### src/sv/signed_int_to_pow2_radix_text_macros.svh
// Assertion macros used by the integer-to-text top level.
`ifndef SIGNED_INT_TO_POW2_RADIX_TEXT_MACROS_SVH
`define SIGNED_INT_TO_POW2_RADIX_TEXT_MACROS_SVH
`ifndef SYNTHESIS
`define S2PRT_ASSERT_IMP(name, clk, rstn, ante, cons) \
  name: assert property (@(posedge clk) disable iff (!rstn) (ante) |-> (cons)) \
    else $error("s2prt: same-cycle check failed");
`define S2PRT_ASSERT_NEXT(name, clk, rstn, ante, cons) \
  name: assert property (@(posedge clk) disable iff (!rstn) (ante) |=> (cons)) \
    else $error("s2prt: next-cycle check failed");
`else
`define S2PRT_ASSERT_IMP(name, clk, rstn, ante, cons)
`define S2PRT_ASSERT_NEXT(name, clk, rstn, ante, cons)
`endif
`endif

### src/sv/s2prt_pkg.sv
// Shared constants, types and helper functions for the integer-to-text block.
package s2prt_pkg;

  localparam int VALUE_WIDTH = 32;
  localparam int MIN_R       = 1;
  localparam int MAX_R       = 5;
  localparam int DB_W        = 3;
  localparam int PAD_MAX     = MAX_R - 1;
  localparam int SH_W        = VALUE_WIDTH + PAD_MAX;
  localparam int CNT_W       = $clog2(VALUE_WIDTH + 1);

  // Digit counts and alignment padding for each digit size
  localparam int ND1  = (VALUE_WIDTH + 0) / 1;
  localparam int ND2  = (VALUE_WIDTH + 1) / 2;
  localparam int ND3  = (VALUE_WIDTH + 2) / 3;
  localparam int ND4  = (VALUE_WIDTH + 3) / 4;
  localparam int ND5  = (VALUE_WIDTH + 4) / 5;
  localparam int PAD1 = 1 * ND1 - VALUE_WIDTH;
  localparam int PAD2 = 2 * ND2 - VALUE_WIDTH;
  localparam int PAD3 = 3 * ND3 - VALUE_WIDTH;
  localparam int PAD4 = 4 * ND4 - VALUE_WIDTH;
  localparam int PAD5 = 5 * ND5 - VALUE_WIDTH;

  localparam logic [DB_W-1:0] DIGIT_BITS_RST = DB_W'(1);

  localparam logic [6:0] CHAR_MINUS     = 7'd45;
  localparam logic [6:0] CHAR_ZERO      = 7'd48;
  localparam logic [6:0] CHAR_ALPHA_OFS = 7'd55;

  typedef enum logic [1:0] {
    ST_IDLE,
    ST_SIGN,
    ST_SKIP,
    ST_DIGIT
  } s2prt_state_e;

  typedef struct packed {
    logic load;
    logic shift;
    logic emit_sign;
    logic emit_digit;
  } s2prt_cmd_t;

  typedef struct packed {
    logic neg;
    logic top_zero;
    logic cnt_one;
    logic out_free;
  } s2prt_status_t;

  // Clamp the register value into the legal digit size range
  function automatic logic [DB_W-1:0] eff_bits(input logic [DB_W-1:0] db);
    logic [DB_W-1:0] r;
    r = db;
    if (db < DB_W'(MIN_R)) r = DB_W'(MIN_R);
    if (db > DB_W'(MAX_R)) r = DB_W'(MAX_R);
    return r;
  endfunction

  function automatic logic [CNT_W-1:0] num_digits(input logic [DB_W-1:0] r);
    logic [CNT_W-1:0] n;
    case (r)
      3'd1:    n = CNT_W'(ND1);
      3'd2:    n = CNT_W'(ND2);
      3'd3:    n = CNT_W'(ND3);
      3'd4:    n = CNT_W'(ND4);
      default: n = CNT_W'(ND5);
    endcase
    return n;
  endfunction

  function automatic logic [DB_W-1:0] pad_bits(input logic [DB_W-1:0] r);
    logic [DB_W-1:0] p;
    case (r)
      3'd1:    p = DB_W'(PAD1);
      3'd2:    p = DB_W'(PAD2);
      3'd3:    p = DB_W'(PAD3);
      3'd4:    p = DB_W'(PAD4);
      default: p = DB_W'(PAD5);
    endcase
    return p;
  endfunction

  // Map a digit to '0'-'9' then 'A'-'V'
  function automatic logic [6:0] glyph(input logic [MAX_R-1:0] d);
    logic [6:0] c;
    if (d < MAX_R'(10)) c = CHAR_ZERO + {2'b00, d};
    else                c = CHAR_ALPHA_OFS + {2'b00, d};
    return c;
  endfunction

endpackage

### src/sv/s2prt_req_if.sv
// Request channel: one signed integer per request.
interface s2prt_req_if;
  import s2prt_pkg::*;

  logic                          valid;
  logic                          ready;
  logic signed [VALUE_WIDTH-1:0] value;

  modport source (output valid, output value, input ready);
  modport sink   (input valid, input value, output ready);
endinterface

### src/sv/s2prt_res_if.sv
// Result channel: one ASCII character per transfer with a last flag.
interface s2prt_res_if;
  logic       valid;
  logic       ready;
  logic [6:0] char_code;
  logic       last;

  modport source (output valid, output char_code, output last, input ready);
  modport sink   (input valid, input char_code, input last, output ready);
endinterface

### src/sv/s2prt_ctrl.sv
// Controller state machine sequencing sign, zero skipping and digit output.
module s2prt_ctrl (
  input  logic                     clk_i,
  input  logic                     rst_ni,
  input  logic                     req_valid_i,
  output logic                     req_ready_o,
  input  s2prt_pkg::s2prt_status_t status_i,
  output s2prt_pkg::s2prt_cmd_t    cmd_o
);
  import s2prt_pkg::*;

  s2prt_state_e state_q, state_d;

  // Hold the state register
  always_ff @(posedge clk_i or negedge rst_ni) begin
    if (!rst_ni) begin
      state_q <= ST_IDLE;
    end else begin
      state_q <= state_d;
    end
  end

  // Next state
  always_comb begin
    state_d = state_q;
    case (state_q)
      ST_IDLE: begin
        if (req_valid_i) state_d = ST_SIGN;
      end
      ST_SIGN: begin
        if (!status_i.neg || status_i.out_free) state_d = ST_SKIP;
      end
      ST_SKIP: begin
        if (!status_i.top_zero || status_i.cnt_one) state_d = ST_DIGIT;
      end
      ST_DIGIT: begin
        if (status_i.out_free && status_i.cnt_one) state_d = ST_IDLE;
      end
      default: state_d = ST_IDLE;
    endcase
  end

  // Commands to the datapath
  always_comb begin
    req_ready_o = 1'b0;
    cmd_o       = '0;
    case (state_q)
      ST_IDLE: begin
        req_ready_o = 1'b1;
        cmd_o.load  = req_valid_i;
      end
      ST_SIGN: begin
        cmd_o.emit_sign = status_i.neg && status_i.out_free;
      end
      ST_SKIP: begin
        cmd_o.shift = status_i.top_zero && !status_i.cnt_one;
      end
      ST_DIGIT: begin
        cmd_o.emit_digit = status_i.out_free;
        cmd_o.shift      = status_i.out_free && !status_i.cnt_one;
      end
      default: begin
        req_ready_o = 1'b0;
      end
    endcase
  end

endmodule

### src/sv/s2prt_dp.sv
// Datapath: magnitude shift register, digit counter and output register.
module s2prt_dp (
  input  logic                                    clk_i,
  input  logic                                    rst_ni,
  input  logic                                    cfg_we_i,
  input  logic [s2prt_pkg::DB_W-1:0]              cfg_wdata_i,
  input  logic signed [s2prt_pkg::VALUE_WIDTH-1:0] in_value_i,
  input  s2prt_pkg::s2prt_cmd_t                   cmd_i,
  output s2prt_pkg::s2prt_status_t                status_o,
  s2prt_res_if.source                             res_o
);
  import s2prt_pkg::*;

  logic [DB_W-1:0]        digit_bits_q;
  logic [SH_W-1:0]        sh_q, sh_d;
  logic [CNT_W-1:0]       cnt_q, cnt_d;
  logic                   neg_q, neg_d;
  logic                   out_valid_q, out_valid_d;
  logic [6:0]             char_q, char_d;
  logic                   last_q, last_d;
  logic [DB_W-1:0]        r_eff;
  logic [VALUE_WIDTH-1:0] mag;
  logic [MAX_R-1:0]       digit;
  logic                   out_free;

  assign r_eff    = eff_bits(digit_bits_q);
  assign mag      = in_value_i[VALUE_WIDTH-1] ? (~in_value_i + VALUE_WIDTH'(1)) : in_value_i;
  assign digit    = sh_q[SH_W-1 -: MAX_R] >> (DB_W'(MAX_R) - r_eff);
  assign out_free = !out_valid_q || res_o.ready;

  assign status_o.neg      = neg_q;
  assign status_o.top_zero = (digit == '0);
  assign status_o.cnt_one  = (cnt_q == CNT_W'(1));
  assign status_o.out_free = out_free;

  // Configuration register
  always_ff @(posedge clk_i or negedge rst_ni) begin
    if (!rst_ni) begin
      digit_bits_q <= DIGIT_BITS_RST;
    end else if (cfg_we_i) begin
      digit_bits_q <= cfg_wdata_i;
    end
  end

  // Load the aligned magnitude, or advance one digit
  always_comb begin
    sh_d  = sh_q;
    cnt_d = cnt_q;
    neg_d = neg_q;
    if (cmd_i.load) begin
      sh_d  = {mag, {PAD_MAX{1'b0}}} >> pad_bits(r_eff);
      cnt_d = num_digits(r_eff);
      neg_d = in_value_i[VALUE_WIDTH-1];
    end else if (cmd_i.shift) begin
      sh_d  = sh_q << r_eff;
      cnt_d = cnt_q - CNT_W'(1);
    end
  end

  always_ff @(posedge clk_i) begin
    sh_q   <= sh_d;
    cnt_q  <= cnt_d;
    neg_q  <= neg_d;
    char_q <= char_d;
    last_q <= last_d;
  end

  // Output register: fill on emit, drop when taken
  always_comb begin
    out_valid_d = out_valid_q;
    char_d      = char_q;
    last_d      = last_q;
    if (cmd_i.emit_sign) begin
      out_valid_d = 1'b1;
      char_d      = CHAR_MINUS;
      last_d      = 1'b0;
    end else if (cmd_i.emit_digit) begin
      out_valid_d = 1'b1;
      char_d      = glyph(digit);
      last_d      = status_o.cnt_one;
    end else if (res_o.ready) begin
      out_valid_d = 1'b0;
    end
  end

  always_ff @(posedge clk_i or negedge rst_ni) begin
    if (!rst_ni) begin
      out_valid_q <= 1'b0;
    end else begin
      out_valid_q <= out_valid_d;
    end
  end

  assign res_o.valid     = out_valid_q;
  assign res_o.char_code = char_q;
  assign res_o.last      = last_q;

endmodule

### src/sv/signed_int_to_pow2_radix_text.sv
// Sequencing: a negative request has its sign registered from ST_SIGN once the output register is free;
// the first digit is registered from ST_DIGIT, after ST_SIGN and ST_SKIP, once the output is free.
// A new request is accepted only in ST_IDLE, after the last digit of the previous one; ND(r) = ceil(32 / r)
// digits per request; the shift register walks one digit per cycle while the output register is free.
// Leading zero digits are skipped one per cycle without output.
// Reset: digit_bits returns to 1, the controller goes idle and the output empties.
`include "signed_int_to_pow2_radix_text_macros.svh"
// Top level: signed integer to base 2^r ASCII text.
module signed_int_to_pow2_radix_text (
  input  logic                         clk_i,
  input  logic                         rst_ni,
  input  logic                         cfg_we_i,
  input  logic [s2prt_pkg::DB_W-1:0]   cfg_wdata_i,
  s2prt_req_if.sink                    req_i,
  s2prt_res_if.source                  res_o
);
  import s2prt_pkg::*;

  s2prt_cmd_t    cmd;
  s2prt_status_t status;
  logic          req_ready;

  assign req_i.ready = req_ready;

  s2prt_ctrl u_ctrl (
    .clk_i       (clk_i),
    .rst_ni      (rst_ni),
    .req_valid_i (req_i.valid),
    .req_ready_o (req_ready),
    .status_i    (status),
    .cmd_o       (cmd)
  );

  s2prt_dp u_dp (
    .clk_i       (clk_i),
    .rst_ni      (rst_ni),
    .cfg_we_i    (cfg_we_i),
    .cfg_wdata_i (cfg_wdata_i),
    .in_value_i  (req_i.value),
    .cmd_i       (cmd),
    .status_o    (status),
    .res_o       (res_o)
  );

  // Checks on control sequencing
  `S2PRT_ASSERT_IMP(a_load_on_req, clk_i, rst_ni, cmd.load, req_i.valid && req_i.ready)
  `S2PRT_ASSERT_NEXT(a_busy_after_req, clk_i, rst_ni, req_i.valid && req_i.ready, !req_i.ready)
  `S2PRT_ASSERT_IMP(a_emit_free, clk_i, rst_ni, cmd.emit_sign || cmd.emit_digit, status.out_free)
  `S2PRT_ASSERT_NEXT(a_idle_after_last, clk_i, rst_ni, cmd.emit_digit && status.cnt_one, req_i.ready && res_o.valid && res_o.last)

endmodule

### src/flat_wrapper.sv
// flat-port wrapper written by rule: the top's interface ports become plain ports
module signed_int_to_pow2_radix_text_flat import s2prt_pkg::*;
  (clk_i, rst_ni, cfg_we_i, cfg_wdata_i, req_i_valid, req_i_value, req_i_ready, res_o_valid, res_o_char_code, res_o_last, res_o_ready);
  s2prt_req_if req_i_i ();
  s2prt_res_if res_o_i ();
  input  logic clk_i;
  input  logic rst_ni;
  input  logic cfg_we_i;
  input  logic [s2prt_pkg::DB_W-1:0] cfg_wdata_i;
  input wire logic [$bits(req_i_i.valid)-1:0] req_i_valid;
  input wire logic [$bits(req_i_i.value)-1:0] req_i_value;
  output wire logic [$bits(req_i_i.ready)-1:0] req_i_ready;
  output wire logic [$bits(res_o_i.valid)-1:0] res_o_valid;
  output wire logic [$bits(res_o_i.char_code)-1:0] res_o_char_code;
  output wire logic [$bits(res_o_i.last)-1:0] res_o_last;
  input wire logic [$bits(res_o_i.ready)-1:0] res_o_ready;
  assign req_i_i.valid = req_i_valid;
  assign req_i_i.value = req_i_value;
  assign req_i_ready = req_i_i.ready;
  assign res_o_valid = res_o_i.valid;
  assign res_o_char_code = res_o_i.char_code;
  assign res_o_last = res_o_i.last;
  assign res_o_i.ready = res_o_ready;
  signed_int_to_pow2_radix_text u_core (.clk_i(clk_i), .rst_ni(rst_ni), .cfg_we_i(cfg_we_i), .cfg_wdata_i(cfg_wdata_i), .req_i(req_i_i), .res_o(res_o_i));
endmodule
### config.mk
export PLATFORM = sky130hd
export DESIGN_NAME = signed_int_to_pow2_radix_text_flat
export DESIGN_NICKNAME = d
export VERILOG_FILES = /design/src/sv/s2prt_pkg.sv /design/src/sv/s2prt_req_if.sv /design/src/sv/s2prt_res_if.sv /design/src/sv/s2prt_ctrl.sv /design/src/sv/s2prt_dp.sv /design/src/sv/signed_int_to_pow2_radix_text.sv /design/src/flat_wrapper.sv
export VERILOG_INCLUDE_DIRS = /design/src /design/src/sv
export SDC_FILE = /design/constraint.sdc
export NUM_CORES = 1
export LEC_CHECK = 0
export ABC_CLOCK_PERIOD_IN_PS = 7640
export BUFFER_PORTS_ARGS = -buffer_cell sky130_fd_sc_hd__buf_2
export CAP_MARGIN = 20
export CORE_AREA = 2 2 99 101
export DETAILED_ROUTE_END_ITERATION = 8
export DIE_AREA = 0 0 101 103
export PLACE_DENSITY = 0.82
export RECOVER_POWER = 50
export SLEW_MARGIN = 20
export SYNTH_ARGS = -nofsm -noshare
export SYNTH_HDL_FRONTEND = slang
export SYNTH_HIERARCHICAL = 1
export SYNTH_SLANG_ARGS = --single-unit
### constraint.sdc
create_clock -name clk_i -period 7.64 [get_ports clk_i]
set_input_delay 1.146 -clock clk_i [delete_from_list [all_inputs] [get_ports clk_i]]
set_output_delay 1.146 -clock clk_i [all_outputs]
set_load 0.02 [all_outputs]
==> results of run 1 <==
synth_stat cells, types with 6 or more instances:
library cell  number  area [um^2]
a211oi_1          23          173
dfxtp_1            8          160
o31ai_1           10         75.1
ha_1              10          125
buf_2              8         40.0
nor3_1             9         45.0
o221ai_1          12          105
o21ai_0           36          180
nor2b_1            7         43.8
xnor2_1           16          140
mux2i_1           40          400
o41ai_1            7         61.3
o22ai_1            7         43.8
o211ai_1           7         52.6
clkbuf_1          29          109
buf_1              9         33.8
nor2_1            63          236
edfxtp_1          43         1290
inv_1             13         48.8
mux2_2            17          191
nand2_1           49          184
or2_2              6         37.5
xor2_1            19          166
nand3_1            9         45.0
a21oi_1           49          245
and2_1             6         37.5
or3_1              7         43.8
cell usage in the layout, fill, tap and decap left out, types with 5 or more instances in the layout:
master,n
a211oi_1,23
a21oi_1,49
a221o_1,5
buf_2,36
clkbuf_1,18
clkbuf_8,9
dfrtp_1,5
dfxtp_1,8
edfxtp_1,43
ha_1,10
inv_1,13
mux2_1,6
mux2_2,12
mux2i_1,40
mux4_2,5
nand2_1,49
nand3_1,9
nand3b_1,5
nor2_1,62
nor2b_1,7
nor3_1,9
nor3b_1,5
nor4_1,5
o211ai_1,7
o21ai_0,36
o221ai_1,12
o22ai_1,7
o31ai_1,10
o41ai_1,7
or2_2,6
or3_1,7
xnor2_1,16
xor2_1,19
report_power, final:
group / leakage, nW / total [mW] / switching, mW / internal [mW]
Clock: 0.0897 / 0.276 / 0.127 / 0.148
Sequential: 0.547 / 0.763 / 0.184 / 0.579
Combinational: 1.47 / 0.977 / 0.576 / 0.402
final cells by class:
class | count | area, um^2
Clock buffer | 10 | 128
Clock inverter | 6 | 58.8
Fill cell | 809 | 3590
Inverter | 16 | 60.1
Multi-Input combinational cell | 510 | 3620
Sequential cell | 57 | 1600
Tap cell | 114 | 143
Timing Repair Buffer | 55 | 259
critical path, cell delays in order, from the launching register on:
cell	delay, ns
dfrtp_1	0.32
clkbuf_1	1.70
xnor2_1	0.36
nor2_2	0.22
clkbuf_1	1.43
inv_1	0.54
nand2_1	0.20
a311oi_1	0.15
or3_1	0.49
cell families (layout without fill, tap and decap cells):
logic type | Yosys count | count (layout) | share of synthesized area
multiplexers | 63 | 63 | 0.130
adder cells (fa/ha/maj) | 11 | 11 | 0.0246
AO/OA/AOI/OAI | 208 | 208 | 0.273
AND/OR/NAND/NOR | 192 | 192 | 0.174
XOR/XNOR | 35 | 35 | 0.0557
buffers and inverters | 66 | 87 | 0.0510
flip-flops | 57 | 57 | 0.291
other | 1 | 1 | 0.000682
state kept, by name, indices dropped and copies added, names as in the netlist:
name and flops:
u_core/u_dp/sh_q 36, u_core/u_dp/res_o.char_code 7, u_core/u_dp/cnt_q 6, u_core/u_dp/digit_bits_q 3, u_core/u_ctrl/state_q 2, u_core/u_dp/neg_q 1
u_core/u_dp/res_o.last 1, u_core/u_dp/res_o.valid 1
per-stage QoR:
step                      hold slack, ns  instances  utilization
after floorplan                    0.536        633            -
after global placement             0.449        752        0.604
after detailed placement           0.456        752        0.604
after CTS                          0.473        768        0.624
after global routing               0.501        768        0.621
final                              0.473        768        0.621
worst max path at each step:
stage,cells past startpoint,end,slack [ns]
after floorplan,8,u_core/u_dp/sh_q[31],4.33
after global placement,9,u_core/u_dp/sh_q[29],3.74
after detailed placement,9,u_core/u_dp/sh_q[0],3.65
after CTS,9,u_core/u_dp/sh_q[7],3.62
after global routing,8,u_core/u_dp/sh_q[27],1.67
final,8,u_core/u_dp/sh_q[27],1.96
metal layers:
layer  wire, um  vias to the layer above  track usage  share of wire
li1           -                     2451            -              -
met1       6340                     2454        0.398           0.42
met2       6690                      331        0.443           0.44
met3       1700                       57       0.0861           0.11
met4        540                        0        0.127          0.035
met5          0                        -            0              0
==> metrics, run 1 <==
status=finished, violations left; failing checks=capacitance limit, slew limit; global-route wire length before repair=between 20,000 and 25,000 um; Critical path origin=u_core/u_dp/digit_bits_q[2]; CTS clock-pin slew for the worst setup and hold paths=about 0.07 ns; worst path required time=a little under 8 ns; post-CTS sizing=0; Die Width=101 um; Post-Syn Area=approximately 5500 um^2; worst-path maximum fanout=56; CTS buffer count=9; unrepaired setup endpoints after global routing=false; CTS tree=done; Avg WL per Cell=between 15 and 20 um; HP Class=register to register; area grow syn2layout=6.73%; relative max-transition margin=-0.598; DRT iter0 DRCs=585; setup slack after layout=1.96 ns; final hold viol count=0; num ports=50; pre-CTS setup slack=between 3 and 4 ns; CP startpoint kind=register; R2R Setup Slk=between 1.5 and 2 ns; Max Root-Sink Buffers=2; Post-Route WL=~15,000 um; # DRC=0; drt via density=~6.9; FP Rows=36; vias=approximately 5,300; Routability Congestion=approximately 0.87; DR pass1 iterations=6; Hold Crit Depth=2; Nets=between 600 and 700; Final Max Slew Viols=275; Seq/Total Area, Yosys=0.291; Crit Reg-Reg Startpoint=u_core/u_dp/digit_bits_q[2]; Min-Delay Endpoint=u_core/u_dp/res_o.char_code[0]; ANT cells=0; port buffer count=49; Final HPWL DP=between 10,000 and 15,000 um; core area=9460 um^2; Peak Freq=0.176 GHz; dominant synthesized flop cell=edfxtp_1; post-route ant nets=0; Syn Inst Count=between 600 and 700; Placed Area=5720 um^2; worst r2r dst=u_core/u_dp/sh_q[27]; hold_sp=u_core/u_dp/res_o.char_code[0]; Mapped Nets=between 600 and 700; worst skew pair latency=0.35 ns; clk_skew=around 0.013 ns; post-CTS setup buffers=0; Initial Util=0.581; Final period util=0.744; VDD IR-drop max=0.152 mV; post-layout min period=5.68 ns; Pwr Density=~340 nW/um^2; Clock Sinks=57; synthesis-stage register bit count=57; Yosys cell types=80; total grt overflow=0; Die Y=a little over 100 um; post-route setup TNS=0 ns; proportion of layout cells with a drive suffix above 1=0.133; Warnings, synthesis=6; pin count of the biggest net entering global routing=60; Avg Cell Area, Syn=around 8.7 um^2; CP Class=register to register; initial antenna violation count=0; Static Leak=2.11 nW; worst r2r path cells=8; Slew @ Worst Pin=about 2.4 ns; Worst setup EP type=register; gr usage total=0.295; CP arrival=between 5 and 6 ns; Final Setup Violations=0; Clock Root Buffer=clkbuf_8; CTS HTree Levels=3; post-cts hold buffer count=0; Post-synth ARST share=0.105; number of flops mapped to enable cells by yosys=43; final instance area=~6000 um^2; Max-Cap Viols=6; vias in the first global route=between 4,000 and 5,000; Die ar.=roughly 10,000 um^2; Pwr Total=roughly 2.0 mW
Power figures use the tool's default switching activity.
==> inputs of run 2 (changes only) <==
--- a/config.mk
+++ b/config.mk
@@ -6,13 +6,13 @@
 export SDC_FILE = /design/constraint.sdc
 export NUM_CORES = 1
 export LEC_CHECK = 0
-export ABC_CLOCK_PERIOD_IN_PS = 7640
+export ABC_CLOCK_PERIOD_IN_PS = 4600
 export BUFFER_PORTS_ARGS = -buffer_cell sky130_fd_sc_hd__buf_2
 export CAP_MARGIN = 20
-export CORE_AREA = 2 2 99 101
+export CORE_AREA = 2 2 104 106
 export DETAILED_ROUTE_END_ITERATION = 8
-export DIE_AREA = 0 0 101 103
-export PLACE_DENSITY = 0.82
+export DIE_AREA = 0 0 106 108
+export PLACE_DENSITY = 0.79
 export RECOVER_POWER = 50
 export SLEW_MARGIN = 20
 export SYNTH_ARGS = -nofsm -noshare
==> constraint.sdc (replaced) <==
create_clock -name clk_i -period 4.6 [get_ports clk_i]
set_input_delay 0.69 -clock clk_i [delete_from_list [all_inputs] [get_ports clk_i]]
set_output_delay 0.69 -clock clk_i [all_outputs]
set_load 0.02 [all_outputs]
==> run 2 against run 1 <==
  * The flow still finishes with violations (capacitance limit, slew limit)
  * Clock skew fell by 0.0037 ns
  * Clock power rose by 73%
  * First-iteration DRC count rose by 30%
  * Combinational power rose by 68%
  * Sequential share of layout area fell by 0.33 points
  * Hold slack got worse by 0.25 ns
  * Final area rose by 1.2%
  * Utilization fell by 4.0 points
  * Cell count rose by 3.5%
  * Sequential power rose by 61%
  * Maximum frequency rose by 47%
==> metrics, run 2 (same netlist as run 1, synthesis figures left out) <==
status=finished, violations left; Top reg by flops=u_core/u_dp/sh_q; vias=5,346 (+1.0%); Static Leak=2.15 nW (+1.9%); grt met2 use=0.424 (-0.0181); DR pass1 iterations=5 (-1); FP Rows=37 (+2.8%); drt via density=6.72 (-2.4%); CP most frequent cell=inv_1; area grow syn2layout=8.03%; total grt overflow=0 (unchanged); Pwr Density=564 nW/um^2 (+64%); number of flip-flops in the largest register=36 (unchanged); worst skew pair latency=0.34 ns (about the same); WP buf/inv=3 (unchanged); CTS HTree Levels=3 (unchanged); Die Width=106 um (+5.0%); GR peak layer=met2; unrepaired setup endpoints after global routing=false; post-route ant nets=0 (unchanged); crit-path cells=inv_1, ha_1, and2_0, inv_1, clkbuf_1, nor2_1, nand2_1, o22a_1, o21ai_0; clk_skew=0.00978 ns (-0.00366 ns); core area=10,200 um^2 (+8.2%); Die Y=108 um (+4.9%); failing checks=capacitance limit, slew limit; post-CTS setup buffers=0 (unchanged); most common cell after layout, fill and taps aside=nor2_1; Slew @ Worst Pin=2.01 ns (-0.382 ns); worst-path maximum fanout=22 (-61%); Final Max Slew Viols=41 (-85%); global-route wire length before repair=24,400 um (+0.77%); Final HPWL DP=10,600 um (+2.5%); CP arrival=4.00 ns (-1.78 ns); # DRC=0 (unchanged); ANT cells=0 (unchanged); CTS clock-pin slew for the worst setup and hold paths=0.07 ns (about the same); DRT iter0 DRCs=759 (+30%); final hold viol count=0 (unchanged); Clock Root Buffer=clkbuf_8; CP Class=register to register; Nets=704 (+0.72%); pin count of the biggest net entering global routing=56 (-6.7%); M1 GR Usage=0.367 (-0.0303); vias in the first global route=4,902 (+1.4%); Peak Freq=0.258 GHz (+47%); Avg WL per Cell=19.3 um (-3.2%); HP Class=input port to async pin; num ports=50 (unchanged); Worst setup EP type=register; cell family with most CP delay=simple AND/OR/NAND/NOR gates; proportion of layout cells with a drive suffix above 1=0.149 (+0.0157); VDD IR-drop max=0.309 mV (+100%); Post-Route WL=15,300 um (+0.22%); Final Setup Violations=0 (unchanged); Max-Cap Viols=1 (-5); met3 usage=0.0440 (-0.0421); Die ar.=11,400 um^2 (+10%); initial antenna violation count=0 (unchanged); CP startpoint kind=register; Max Root-Sink Buffers=2 (unchanged); worst path required time=4.73 ns (-3.01 ns); most frequent cells in the layout=nor2_1 (62), nand2_1 (49), a21oi_1 (49), edfxtp_1 (43), mux2i_1 (40); CP max-delay cell=and2_0; port buffer count=49 (unchanged); relative max-transition margin=-0.343 (+0.254); post-route setup TNS=0 ns (unchanged); post-cts hold buffer count=0 (unchanged); hold_ws=0.220 ns (-0.254 ns); Initial Util=0.538 (-0.0439); CTS tree=done; CTS buffer count=9 (unchanged); max incr delay on CP=0.98 ns (-0.72 ns); post-CTS sizing=0 (unchanged); Routability Congestion=0.898 (+3.0%); Final period util=0.841 (+0.0971); post-layout min period=3.87 ns (-1.81 ns); gr usage total=0.267 (-0.0279); Clock Sinks=57 (unchanged)
-- run 2: changes by cell type in the layout (fill, tap and decap cells not counted), moves of 2 or more --
cell | before | now
buf_4 | 2 | 8
clkbuf_8 | 9 | 12
clkinvlp_4 | 2 | 0
mux2_1 | 6 | 1
mux2_2 | 12 | 17
o21ai_0 | 36 | 38
o21ai_1 | 4 | 2
-- run 2: worst reg2reg max path, stage by stage (launching register included) --
cell      delay (ns)
dfrtp_1         0.44
inv_1           0.12
ha_1            0.20
and2_0          0.98
inv_1           0.11
clkbuf_1        0.50
nor2_1          0.61
nand2_1         0.36
o22a_1          0.25
o21ai_0         0.11
-- run 2: layer usage --
layer / share of wire / wire, um / vias to the layer above
met5: 0 / 0 / -
met4: 0.029 / 440 / 0
met3: 0.10 / 1540 / 52
met2: 0.44 / 6750 / 379
met1: 0.43 / 6580 / 2461
li1: - / - / 2454
-- run 2: worst paths after layout --
path / endpoint / depth (start not counted) / slack, ns / startpoint
min in group clk_i: u_core/u_dp/res_o.char_code[2] / 2 / 0.47 / u_core/u_dp/res_o.char_code[2]
worst min register to register: u_core/u_dp/res_o.char_code[2] / 2 / 0.47 / u_core/u_dp/res_o.char_code[2]
max in group asynchronous: u_core/u_dp/digit_bits_q[0] / 1 / 4.08 / rst_ni
worst max register to register: u_core/u_dp/sh_q[34] / 9 / 0.73 / u_core/u_ctrl/state_q[1]
worst max-delay path: u_core/u_dp/sh_q[34] / 9 / 0.73 / u_core/u_ctrl/state_q[1]
worst min-delay path: u_core/u_dp/res_o.valid / 1 / 0.22 / rst_ni
-- run 2: stage by stage --
stage / power [mW] / utilization / worst slack [ns] / std cells / cell area, um^2
5_1_grt: 3.55 / 0.581 / 0.462 / 795 / 5940
3_5_place_dp: 2.84 / 0.565 / 1.18 / 779 / 5780
2_1_floorplan: 2.39 / - / 1.42 / 633 / 5500
3_3_place_gp: 2.78 / 0.565 / 1.35 / 779 / 5780
4_1_cts: 3.33 / 0.585 / 1.13 / 795 / 5980
6_report: 3.35 / 0.581 / 0.731 / 795 / 5940
-- run 2: area by class of cell --
| class | instances | area, um^2 |
|---|---|---|
| clock inverters | 1 | 5.00 |
| fillers | 876 | 4290 |
| flip-flops and latches | 57 | 1600 |
| well taps | 136 | 170 |
| inverters | 16 | 60.1 |
| repair buffers | 60 | 302 |
| multi-input cells | 510 | 3600 |
| clock buffers | 15 | 198 |
-- run 2: power breakdown --
group / internal, mW / switching, mW / leakage (nW)
Combinational: 0.669 / 0.969 / 1.50
Clock: 0.272 / 0.205 / 0.105
Sequential: 0.957 / 0.276 / 0.547
